<file path="config.mk">
export PLATFORM = sky130hd
export DESIGN_NAME = xor_checked_frame_deframer_flat
export DESIGN_NICKNAME = d
export VERILOG_FILES = /design/src/sv/xcfd_pkg.sv /design/src/sv/xcfd_if.sv /design/src/sv/xcfd_ctrl.sv /design/src/sv/xcfd_dp.sv /design/src/sv/xor_checked_frame_deframer.sv /design/src/flat_wrapper.sv
export SDC_FILE = /design/constraint.sdc
export NUM_CORES = 1
export LEC_CHECK = 0
export BUFFER_PORTS_ARGS = -buffer_cell sky130_fd_sc_hd__buf_2
export CAP_MARGIN = 40
export CORE_AREA = 5 5 210 212
export CTS_BUF_LIST = sky130_fd_sc_hd__clkbuf_4 sky130_fd_sc_hd__clkbuf_8
export CTS_CLUSTER_DIAMETER = 50
export DETAILED_ROUTE_END_ITERATION = 12
export DIE_AREA = 0 0 215 217
export PLACE_DENSITY = 0.69
export SETUP_SLACK_MARGIN = 0.05
export SYNTH_ARGS = -nofsm -noshare
export SYNTH_HDL_FRONTEND = slang
export SYNTH_SLANG_ARGS = --single-unit
</file>
<file path="constraint.sdc">
create_clock -name clk -period 10 [get_ports clk]
set_clock_uncertainty 0.05 [all_clocks]
set_input_delay 0.5 -clock clk [delete_from_list [all_inputs] [get_ports clk]]
set_output_delay 0.5 -clock clk [all_outputs]
set_load 0.05 [all_outputs]
</file>
<file path="src/sv/xcfd_pkg.sv">
// ----------------------------------------------------------------------------
// xcfd_pkg
// Types and codes shared by the deframer controller, datapath and top level.
// ----------------------------------------------------------------------------
package xcfd_pkg;

	localparam logic REG_START = 1'b0;
	localparam logic REG_END   = 1'b1;

	typedef enum logic [3:0] {
		ST_HUNT,
		ST_DEST,
		ST_SRC,
		ST_KIND,
		ST_LEN,
		ST_DATA,
		ST_CHECK,
		ST_END,
		ST_EMIT_RD,
		ST_EMIT_LD
	} state_t;

	typedef enum logic [3:0] {
		OP_NONE,
		OP_START,
		OP_DEST,
		OP_SRC,
		OP_KIND,
		OP_LEN,
		OP_DATA,
		OP_EMIT_INIT,
		OP_EMIT_LOAD
	} op_t;

	typedef struct packed {
		op_t op;
	} cmd_t;

	typedef struct packed {
		logic start_hit;
		logic id_done;
		logic len_done;
		logic len_big;
		logic len_zero;
		logic data_done;
		logic check_ok;
		logic end_hit;
		logic emit_last;
		logic out_free;
	} sts_t;

endpackage

</file>
<file path="src/sv/xcfd_if.sv">
// ----------------------------------------------------------------------------
// xcfd_if
// Valid/ready channels: received bytes in, frame result beats out.
// ----------------------------------------------------------------------------
interface xcfd_byte_if;
	logic       valid;
	logic       ready;
	logic [7:0] rx_byte;

	modport source (output valid, output rx_byte, input ready);
	modport sink   (input valid, input rx_byte, output ready);
endinterface

interface xcfd_frame_if;
	logic        valid;
	logic        ready;
	logic [31:0] dest_node;
	logic [31:0] src_node;
	logic [7:0]  frame_kind;
	logic [5:0]  payload_len;
	logic        has_data;
	logic [4:0]  byte_pos;
	logic [7:0]  data_byte;
	logic        last;

	modport source (output valid, output dest_node, output src_node, output frame_kind,
		output payload_len, output has_data, output byte_pos, output data_byte,
		output last, input ready);
	modport sink   (input valid, input dest_node, input src_node, input frame_kind,
		input payload_len, input has_data, input byte_pos, input data_byte,
		input last, output ready);
endinterface

</file>
<file path="src/sv/xcfd_ctrl.sv">
// ----------------------------------------------------------------------------
// xcfd_ctrl
// Frame parsing state machine; issues at most one datapath command per cycle.
// ----------------------------------------------------------------------------
module xcfd_ctrl
	import xcfd_pkg::*;
(
	input  logic clk,
	input  logic arst_n,
	input  logic rx_valid,
	output logic rx_ready,
	input  sts_t sts,
	output cmd_t cmd
);

	state_t state_q;
	state_t state_d;
	logic   acc;

	always_ff @(posedge clk or negedge arst_n) begin
		if (!arst_n) begin
			state_q <= ST_HUNT;
		end else begin
			state_q <= state_d;
		end
	end

	always_comb begin
		state_d  = state_q;
		cmd.op   = OP_NONE;
		rx_ready = 1'b1;
		acc      = rx_valid;
		unique case (state_q)
			ST_HUNT: begin
				if (acc && sts.start_hit) begin
					cmd.op  = OP_START;
					state_d = ST_DEST;
				end
			end
			ST_DEST: begin
				if (acc) begin
					cmd.op = OP_DEST;
					if (sts.id_done) state_d = ST_SRC;
				end
			end
			ST_SRC: begin
				if (acc) begin
					cmd.op = OP_SRC;
					if (sts.id_done) state_d = ST_KIND;
				end
			end
			ST_KIND: begin
				if (acc) begin
					cmd.op  = OP_KIND;
					state_d = ST_LEN;
				end
			end
			ST_LEN: begin
				if (acc) begin
					cmd.op = OP_LEN;
					if (sts.len_done) begin
						if (sts.len_big)       state_d = ST_HUNT;
						else if (sts.len_zero) state_d = ST_CHECK;
						else                   state_d = ST_DATA;
					end
				end
			end
			ST_DATA: begin
				if (acc) begin
					cmd.op = OP_DATA;
					if (sts.data_done) state_d = ST_CHECK;
				end
			end
			ST_CHECK: begin
				if (acc) state_d = sts.check_ok ? ST_END : ST_HUNT;
			end
			ST_END: begin
				if (acc) begin
					if (sts.end_hit) begin
						cmd.op  = OP_EMIT_INIT;
						state_d = ST_EMIT_RD;
					end else begin
						state_d = ST_HUNT;
					end
				end
			end
			ST_EMIT_RD: begin
				rx_ready = 1'b0;
				acc      = 1'b0;
				state_d  = ST_EMIT_LD;
			end
			ST_EMIT_LD: begin
				rx_ready = 1'b0;
				acc      = 1'b0;
				if (sts.out_free) begin
					cmd.op  = OP_EMIT_LOAD;
					state_d = sts.emit_last ? ST_HUNT : ST_EMIT_RD;
				end
			end
			default: begin
				state_d = ST_HUNT;
			end
		endcase
	end

endmodule

</file>
<file path="src/sv/xcfd_dp.sv">
// ----------------------------------------------------------------------------
// xcfd_dp
// Header registers, running XOR, payload buffer and result output register.
// ----------------------------------------------------------------------------
module xcfd_dp
	import xcfd_pkg::*;
#(
	parameter int PAYLOAD_MAX   = 32,
	parameter int NODE_ID_BYTES = 4,
	parameter int LEN_BYTES     = 1
) (
	input  logic       clk,
	input  logic       arst_n,
	input  logic       cfg_we,
	input  logic       cfg_idx,
	input  logic [7:0] cfg_data,
	input  logic [7:0] rx_byte,
	input  cmd_t       cmd,
	output sts_t       sts,
	xcfd_frame_if.source tx
);

	localparam int CNT_MAX = (PAYLOAD_MAX > 4) ? PAYLOAD_MAX : 4;
	localparam int CW      = $clog2(CNT_MAX + 1);
	localparam int AW      = (PAYLOAD_MAX > 1) ? $clog2(PAYLOAD_MAX) : 1;
	localparam int LW      = 8 * LEN_BYTES;
	localparam int CMPW    = ((CW > LW) ? CW : LW) + 1;

	logic [7:0]    start_q;
	logic [7:0]    end_q;
	logic [CW-1:0] cnt_q;
	logic          out_valid_q;
	logic [31:0]   dest_q;
	logic [31:0]   src_q;
	logic [7:0]    kind_q;
	logic [LW-1:0] len_q;
	logic [7:0]    xor_q;
	logic [7:0]    rdata_q;
	logic [7:0]    mem_q [PAYLOAD_MAX];

	logic [LW-1:0]   len_next;
	logic [CMPW-1:0] cnt_inc;
	logic            len_zero;
	logic            at_len;

	assign len_next = len_q | (LW'(rx_byte) << {cnt_q[0], 3'b000});
	assign cnt_inc  = CMPW'(cnt_q) + CMPW'(1);
	assign len_zero = (len_q == '0);
	assign at_len   = (cnt_inc >= CMPW'(len_q));

	assign sts.start_hit = (rx_byte == start_q);
	assign sts.id_done   = (cnt_q == CW'(NODE_ID_BYTES - 1));
	assign sts.len_done  = (cnt_q == CW'(LEN_BYTES - 1));
	assign sts.len_big   = (len_next > LW'(PAYLOAD_MAX));
	assign sts.len_zero  = (len_next == '0);
	assign sts.data_done = at_len;
	assign sts.check_ok  = (rx_byte == xor_q);
	assign sts.end_hit   = (rx_byte == end_q);
	assign sts.emit_last = len_zero || at_len;
	assign sts.out_free  = !out_valid_q || tx.ready;

	assign tx.valid = out_valid_q;

	always_ff @(posedge clk or negedge arst_n) begin
		if (!arst_n) begin
			start_q     <= '0;
			end_q       <= '0;
			cnt_q       <= '0;
			out_valid_q <= 1'b0;
		end else begin
			if (cfg_we) begin
				unique case (cfg_idx)
					REG_START: start_q <= cfg_data;
					REG_END:   end_q   <= cfg_data;
					default:   ;
				endcase
			end
			case (cmd.op)
				OP_START, OP_EMIT_INIT: cnt_q <= '0;
				OP_DEST, OP_SRC:        cnt_q <= sts.id_done ? '0 : cnt_q + CW'(1);
				OP_LEN:                 cnt_q <= sts.len_done ? '0 : cnt_q + CW'(1);
				OP_DATA, OP_EMIT_LOAD:  cnt_q <= cnt_q + CW'(1);
				default:                ;
			endcase
			if (cmd.op == OP_EMIT_LOAD) begin
				out_valid_q <= 1'b1;
			end else if (tx.ready) begin
				out_valid_q <= 1'b0;
			end
		end
	end

	always_ff @(posedge clk) begin
		rdata_q <= mem_q[cnt_q[AW-1:0]];
		case (cmd.op)
			OP_START: begin
				dest_q <= '0;
				src_q  <= '0;
				kind_q <= '0;
				len_q  <= '0;
				xor_q  <= rx_byte;
			end
			OP_DEST: begin
				dest_q[{cnt_q[1:0], 3'b000} +: 8] <= rx_byte;
				xor_q <= xor_q ^ rx_byte;
			end
			OP_SRC: begin
				src_q[{cnt_q[1:0], 3'b000} +: 8] <= rx_byte;
				xor_q <= xor_q ^ rx_byte;
			end
			OP_KIND: begin
				kind_q <= rx_byte;
				xor_q  <= xor_q ^ rx_byte;
			end
			OP_LEN: begin
				len_q <= len_next;
				xor_q <= xor_q ^ rx_byte;
			end
			OP_DATA: begin
				mem_q[cnt_q[AW-1:0]] <= rx_byte;
				xor_q <= xor_q ^ rx_byte;
			end
			OP_EMIT_LOAD: begin
				tx.dest_node   <= dest_q;
				tx.src_node    <= src_q;
				tx.frame_kind  <= kind_q;
				tx.payload_len <= len_q[5:0];
				tx.has_data    <= !len_zero;
				tx.byte_pos    <= len_zero ? 5'd0 : 5'(cnt_q);
				tx.data_byte   <= len_zero ? 8'd0 : rdata_q;
				tx.last        <= sts.emit_last;
			end
			default: ;
		endcase
	end

endmodule

</file>
<file path="src/sv/xor_checked_frame_deframer.sv">
// ----------------------------------------------------------------------------
// xor_checked_frame_deframer
// Start/end delimited byte frame parser with XOR check byte.
// ----------------------------------------------------------------------------
// Takes one received byte per cycle while parsing (start byte, little-endian
// destination and source ids, type byte, length, payload, XOR check byte,
// end byte). Oversized lengths, check mismatches and wrong end bytes drop the
// frame. A good frame is emitted after its end byte as one beat per payload
// byte (or one empty beat for a zero-length frame); each beat goes through a
// read state and a load state as the payload buffer has a registered read
// port; rx.ready stays low during emission. Beats stall on tx.ready through
// an output register, and byte intake resumes while the last beat waits.
module xor_checked_frame_deframer
	import xcfd_pkg::*;
#(
	parameter int PAYLOAD_MAX   = 32,
	parameter int NODE_ID_BYTES = 4,
	parameter int LEN_BYTES     = 1
) (
	input  logic       clk,
	input  logic       arst_n,
	input  logic       cfg_we,
	input  logic       cfg_idx,
	input  logic [7:0] cfg_data,
	xcfd_byte_if.sink    rx,
	xcfd_frame_if.source tx
);

	cmd_t cmd;
	sts_t sts;

	xcfd_ctrl u_ctrl (
		.clk      (clk),
		.arst_n   (arst_n),
		.rx_valid (rx.valid),
		.rx_ready (rx.ready),
		.sts      (sts),
		.cmd      (cmd)
	);

	xcfd_dp #(
		.PAYLOAD_MAX   (PAYLOAD_MAX),
		.NODE_ID_BYTES (NODE_ID_BYTES),
		.LEN_BYTES     (LEN_BYTES)
	) u_dp (
		.clk      (clk),
		.arst_n   (arst_n),
		.cfg_we   (cfg_we),
		.cfg_idx  (cfg_idx),
		.cfg_data (cfg_data),
		.rx_byte  (rx.rx_byte),
		.cmd      (cmd),
		.sts      (sts),
		.tx       (tx)
	);

	a_load_needs_slot: assert property (@(posedge clk) disable iff (!arst_n)
		cmd.op == OP_EMIT_LOAD |-> sts.out_free)
		else $error("result loaded over a waiting beat");

	a_no_intake_on_emit: assert property (@(posedge clk) disable iff (!arst_n)
		cmd.op == OP_EMIT_LOAD |-> !rx.ready)
		else $error("byte intake during emission");

	a_empty_beat: assert property (@(posedge clk) disable iff (!arst_n)
		tx.valid && !tx.has_data |-> tx.last && tx.byte_pos == 5'd0 && tx.data_byte == 8'd0)
		else $error("malformed empty-frame beat");

	a_load_shows: assert property (@(posedge clk) disable iff (!arst_n)
		cmd.op == OP_EMIT_LOAD |=> tx.valid)
		else $error("loaded beat not presented");

endmodule
</file>
<file path="src/flat_wrapper.sv">
// flat-port wrapper written by rule: the top's interface ports become plain ports
module xor_checked_frame_deframer_flat import xcfd_pkg::*;
#(
	parameter int PAYLOAD_MAX   = 32,
	parameter int NODE_ID_BYTES = 4,
	parameter int LEN_BYTES     = 1
)
  (clk, arst_n, cfg_we, cfg_idx, cfg_data, rx_valid, rx_rx_byte, rx_ready, tx_valid, tx_dest_node, tx_src_node, tx_frame_kind, tx_payload_len, tx_has_data, tx_byte_pos, tx_data_byte, tx_last, tx_ready);
  xcfd_byte_if rx_i ();
  xcfd_frame_if tx_i ();
  input  logic clk;
  input  logic arst_n;
  input  logic cfg_we;
  input  logic cfg_idx;
  input  logic [7:0] cfg_data;
  input wire logic [$bits(rx_i.valid)-1:0] rx_valid;
  input wire logic [$bits(rx_i.rx_byte)-1:0] rx_rx_byte;
  output wire logic [$bits(rx_i.ready)-1:0] rx_ready;
  output wire logic [$bits(tx_i.valid)-1:0] tx_valid;
  output wire logic [$bits(tx_i.dest_node)-1:0] tx_dest_node;
  output wire logic [$bits(tx_i.src_node)-1:0] tx_src_node;
  output wire logic [$bits(tx_i.frame_kind)-1:0] tx_frame_kind;
  output wire logic [$bits(tx_i.payload_len)-1:0] tx_payload_len;
  output wire logic [$bits(tx_i.has_data)-1:0] tx_has_data;
  output wire logic [$bits(tx_i.byte_pos)-1:0] tx_byte_pos;
  output wire logic [$bits(tx_i.data_byte)-1:0] tx_data_byte;
  output wire logic [$bits(tx_i.last)-1:0] tx_last;
  input wire logic [$bits(tx_i.ready)-1:0] tx_ready;
  assign rx_i.valid = rx_valid;
  assign rx_i.rx_byte = rx_rx_byte;
  assign rx_ready = rx_i.ready;
  assign tx_valid = tx_i.valid;
  assign tx_dest_node = tx_i.dest_node;
  assign tx_src_node = tx_i.src_node;
  assign tx_frame_kind = tx_i.frame_kind;
  assign tx_payload_len = tx_i.payload_len;
  assign tx_has_data = tx_i.has_data;
  assign tx_byte_pos = tx_i.byte_pos;
  assign tx_data_byte = tx_i.data_byte;
  assign tx_last = tx_i.last;
  assign tx_i.ready = tx_ready;
  xor_checked_frame_deframer #(.PAYLOAD_MAX(PAYLOAD_MAX), .NODE_ID_BYTES(NODE_ID_BYTES), .LEN_BYTES(LEN_BYTES)) u_core (.clk(clk), .arst_n(arst_n), .cfg_we(cfg_we), .cfg_idx(cfg_idx), .cfg_data(cfg_data), .rx(rx_i), .tx(tx_i));
endmodule
</file>
==> reports/qor.yml <==
status:
  outcome: "finished, final reports clean"
clock_network:
  cts_buffer_depth: 3
  htree_levels: 3
  cts-root-buf: "clkbuf_8"
  cts_resized: 0
  clkLatencyLatePin_ns: 0.62
  clk_pin_slew_ns: 0.06
  cts_made_buffers: 76
  cts_tree: "built"
  cts_sinks: 472
power:
  vdd_drop_max_v: 0.000102
  power.switching_uw: 1420
  power.density_mw_per_mm2: 235
  pwr-share-seq: 0.484
  swShare: 0.281
  power_frac_clock: 0.311
  p_int_uw: 3630
  leakage_uw: 0.00722
  p_comb_frac: 0.205
yosys:
  syn_area_per_cell_um2: 17.2
  synth_top_family_by_area: "multiplexers"
  ys_seq_area_frac: 0.746
  syn-num-nets: 1125
  synthMuxAreaShare: 0.0891
  synth_ff_type: "edfxtp_1"
  async_reset_ff_frac: 0.0572
  synth.ff_latch_count: 472
  synth_compound_area_frac: 0.0439
  yosys.area_share.xor_xnor: 0.0178
  syn_area_mm2: 0.0187
  yosys_warnings: 0
  synth-simple-area-share: 0.0800
  synth-edff-count: 437
  synth_cell_types: 53
  synthAdderAreaFrac: 0.00869
  synth_cells: 1090
sta:
  hold_viol: 0
  fin_ws_ns: 6.62
  tns_ns: 0
  worst_slew_pin_slew_ns: 0.941
  min_period_ns: 3.38
  final.period_utilization: 0.338
  maxSlewHeadroom: 0.370
  fmax_ghz: 0.296
  finalSetupViolations: 0
  slew_viol_final: 0
  rsz0062_at_grt: "false"
floorplanning:
  die_w_um: 215
  initial_utilization: 0.448
  core-area_mm2: 0.0418
  num_rows: 75
  io_pins: 117
  die-area_mm2: 0.0467
  die_h_um: 217
detailed_routing:
  vias_per_cell: 5.47
  drtPass1Iterations: 5
  drt_iter0_drc: 1075
  wl_per_cell_um: 21.6
  drc: 0
  ant_nets: 0
  drt_wl_total_um: 40100
  vias: 10100
layout:
  mostFrequentLayoutCell: "edfxtp_1"
  finalNetCount: 1290
  n_antenna_cell: 0
  syn2layout_area_growth_pct: 14.6
  final_cell_mix: "437 x edfxtp_1, 120 x buf_2, 76 x clkbuf_8"
  drive_gt1_frac: 0.272
setup_path:
  startpoint_type: "register"
  r2r-start: "u_core.u_dp.cnt_q[1]"
  cp.arrival_ns: 3.81
  cp_max_fo: 52
  ff2ff_setup_slack_ns: 6.62
  path_class: "register to register"
  critPathCaptureType: "register"
  rr_worst_depth: 11
  worstReg2RegEnd: "u_core.u_ctrl.state_q[0]"
  required_ns: 10.43
min_path:
  holdPathStages: 2
  min_from: "cfg_data[7]"
  hold_path.class: "input pin to register"
  min_to: "u_core.u_dp.start_q[7]"
global_route:
  grt_usage: 0.172
  grt_pass1_vias: 10400
  grt_max_degree: 54
  grt_pass1_wl_um: 62100
  busiest_layer: "met2"
  grt.met2_usage: 0.276
  grt_remaining_overflow: 0
  antenna_found_initial: 0
  grt_use_met1: 0.239
  grt_util_met3: 0.0356
placement:
  post-place-ws_ns: 6.68
  dp_hpwl_um: 25900
  gp_congestion: 0.831
  port_buffers: 116
run:
  drv_cap: 0
what timing repair did:
item,CTS,global route
hold endpoints to repair,27,0
buffers inserted,0,0
hold buffers,1,0
worst max path at each step:
stage / startpoint / end / slack, ns / cells past startpoint
global route: u_core.u_dp.cnt_q[1] / u_core.u_ctrl.state_q[0] / 6.51 / 11
global placement: u_core.u_dp.cnt_q[0] / u_core.u_ctrl.state_q[2] / 6.39 / 9
floorplan: u_core.u_dp.tx.valid / u_core.u_dp.cnt_q[0] / 0.57 / 4
CTS: u_core.u_dp.cnt_q[1] / u_core.u_ctrl.state_q[0] / 6.64 / 11
finish: u_core.u_dp.cnt_q[1] / u_core.u_ctrl.state_q[0] / 6.62 / 11
detailed placement: u_core.u_dp.cnt_q[1] / u_core.u_ctrl.state_q[0] / 6.68 / 11
worst max-delay path, cell delays in order (launching register included):
cell     delay (ns)
dfrtp_2        0.38
buf_4          0.29
buf_16         0.30
ha_1           0.35
nand3_1        0.13
xnor2_1        0.23
ha_1           0.29
a21oi_1        0.18
o22ai_1        0.10
a21oi_1        0.26
a311o_1        0.30
mux2_1         0.34
state kept, by name (all words and copies together), names as in the netlist:
register and count:
u_core.u_dp.mem_q 256, u_core.u_dp.dest_q 32, u_core.u_dp.src_q 32, u_core.u_dp.tx.dest_node 32, u_core.u_dp.tx.src_node 32, u_core.u_dp.end_q 8
u_core.u_dp.kind_q 8, u_core.u_dp.len_q 8, u_core.u_dp.rdata_q 8, u_core.u_dp.start_q 8, u_core.u_dp.tx.data_byte 8, u_core.u_dp.tx.frame_kind 8
u_core.u_dp.xor_q 8, u_core.u_dp.cnt_q 6, u_core.u_dp.tx.payload_len 6, u_core.u_dp.tx.byte_pos 5, u_core.u_ctrl.state_q 4, u_core.u_dp.tx.has_data 1
u_core.u_dp.tx.last 1, u_core.u_dp.tx.valid 1
layer usage:
layer,wire (um),vias to the layer above
li1,-,4536
met1,17100,5106
met2,19300,440
met3,2960,53
met4,737,0
met5,0,-
power by group through the flow:
stage	Combinational, uW	Sequential (uW)	Clock, uW
final	1040	2440	1570
after global routing	1130	2460	1710
after CTS	1050	2440	1610
after detailed placement	1040	2480	0
after global placement	994	2480	0
after floorplan	804	2400	0
cells in the mapped netlist, types with 13 or more instances:
cell | instances | area share
a21oi_1 | 69 | 0.018
clkbuf_1 | 43 | 0.0086
xnor2_1 | 33 | 0.015
edfxtp_1 | 437 | 0.70
mux4_2 | 64 | 0.077
nor2_1 | 65 | 0.013
and2_1 | 21 | 0.0070
a22oi_1 | 33 | 0.013
inv_1 | 13 | 0.0026
nand4_1 | 13 | 0.0043
ha_1 | 13 | 0.0087
nand2b_1 | 68 | 0.023
dfrtp_1 | 27 | 0.036
nand2_1 | 59 | 0.012
mux2_2 | 17 | 0.010
layout make-up:
| class | instances | area (um^2) |
|---|---|---|
| tap | 539 | 674 |
| multi-input combinational | 549 | 4490 |
| fill | 3294 | 20300 |
| clock inverter | 28 | 156 |
| clock buffer | 109 | 1290 |
| inverter | 13 | 48.8 |
| timing repair buffer | 143 | 831 |
| sequential | 472 | 14000 |
stage by stage:
step / area (um^2) / cells / util / hold slack [ns] / power (uW)
after detailed placement: 20000 / 1715 / 0.479 / 0.360 / 3520
final: 21500 / 1853 / 0.514 / 0.0880 / 5050
after global placement: 19900 / 1705 / 0.476 / 0.359 / 3470
after floorplan: 18700 / 1090 / - / 0.154 / 3210
after global routing: 21500 / 1853 / 0.514 / 0.0608 / 5300
after CTS: 21500 / 1853 / 0.514 / 0.0383 / 5100
kinds of logic after synthesis:
logic type / after synthesis
flops: 472
simple gates: 286
compound gates: 128
mux: 84
buf+inv: 69
xor+xnor: 38
fa+ha+maj: 13
Note: power is estimated with default switching activity, not from simulation.
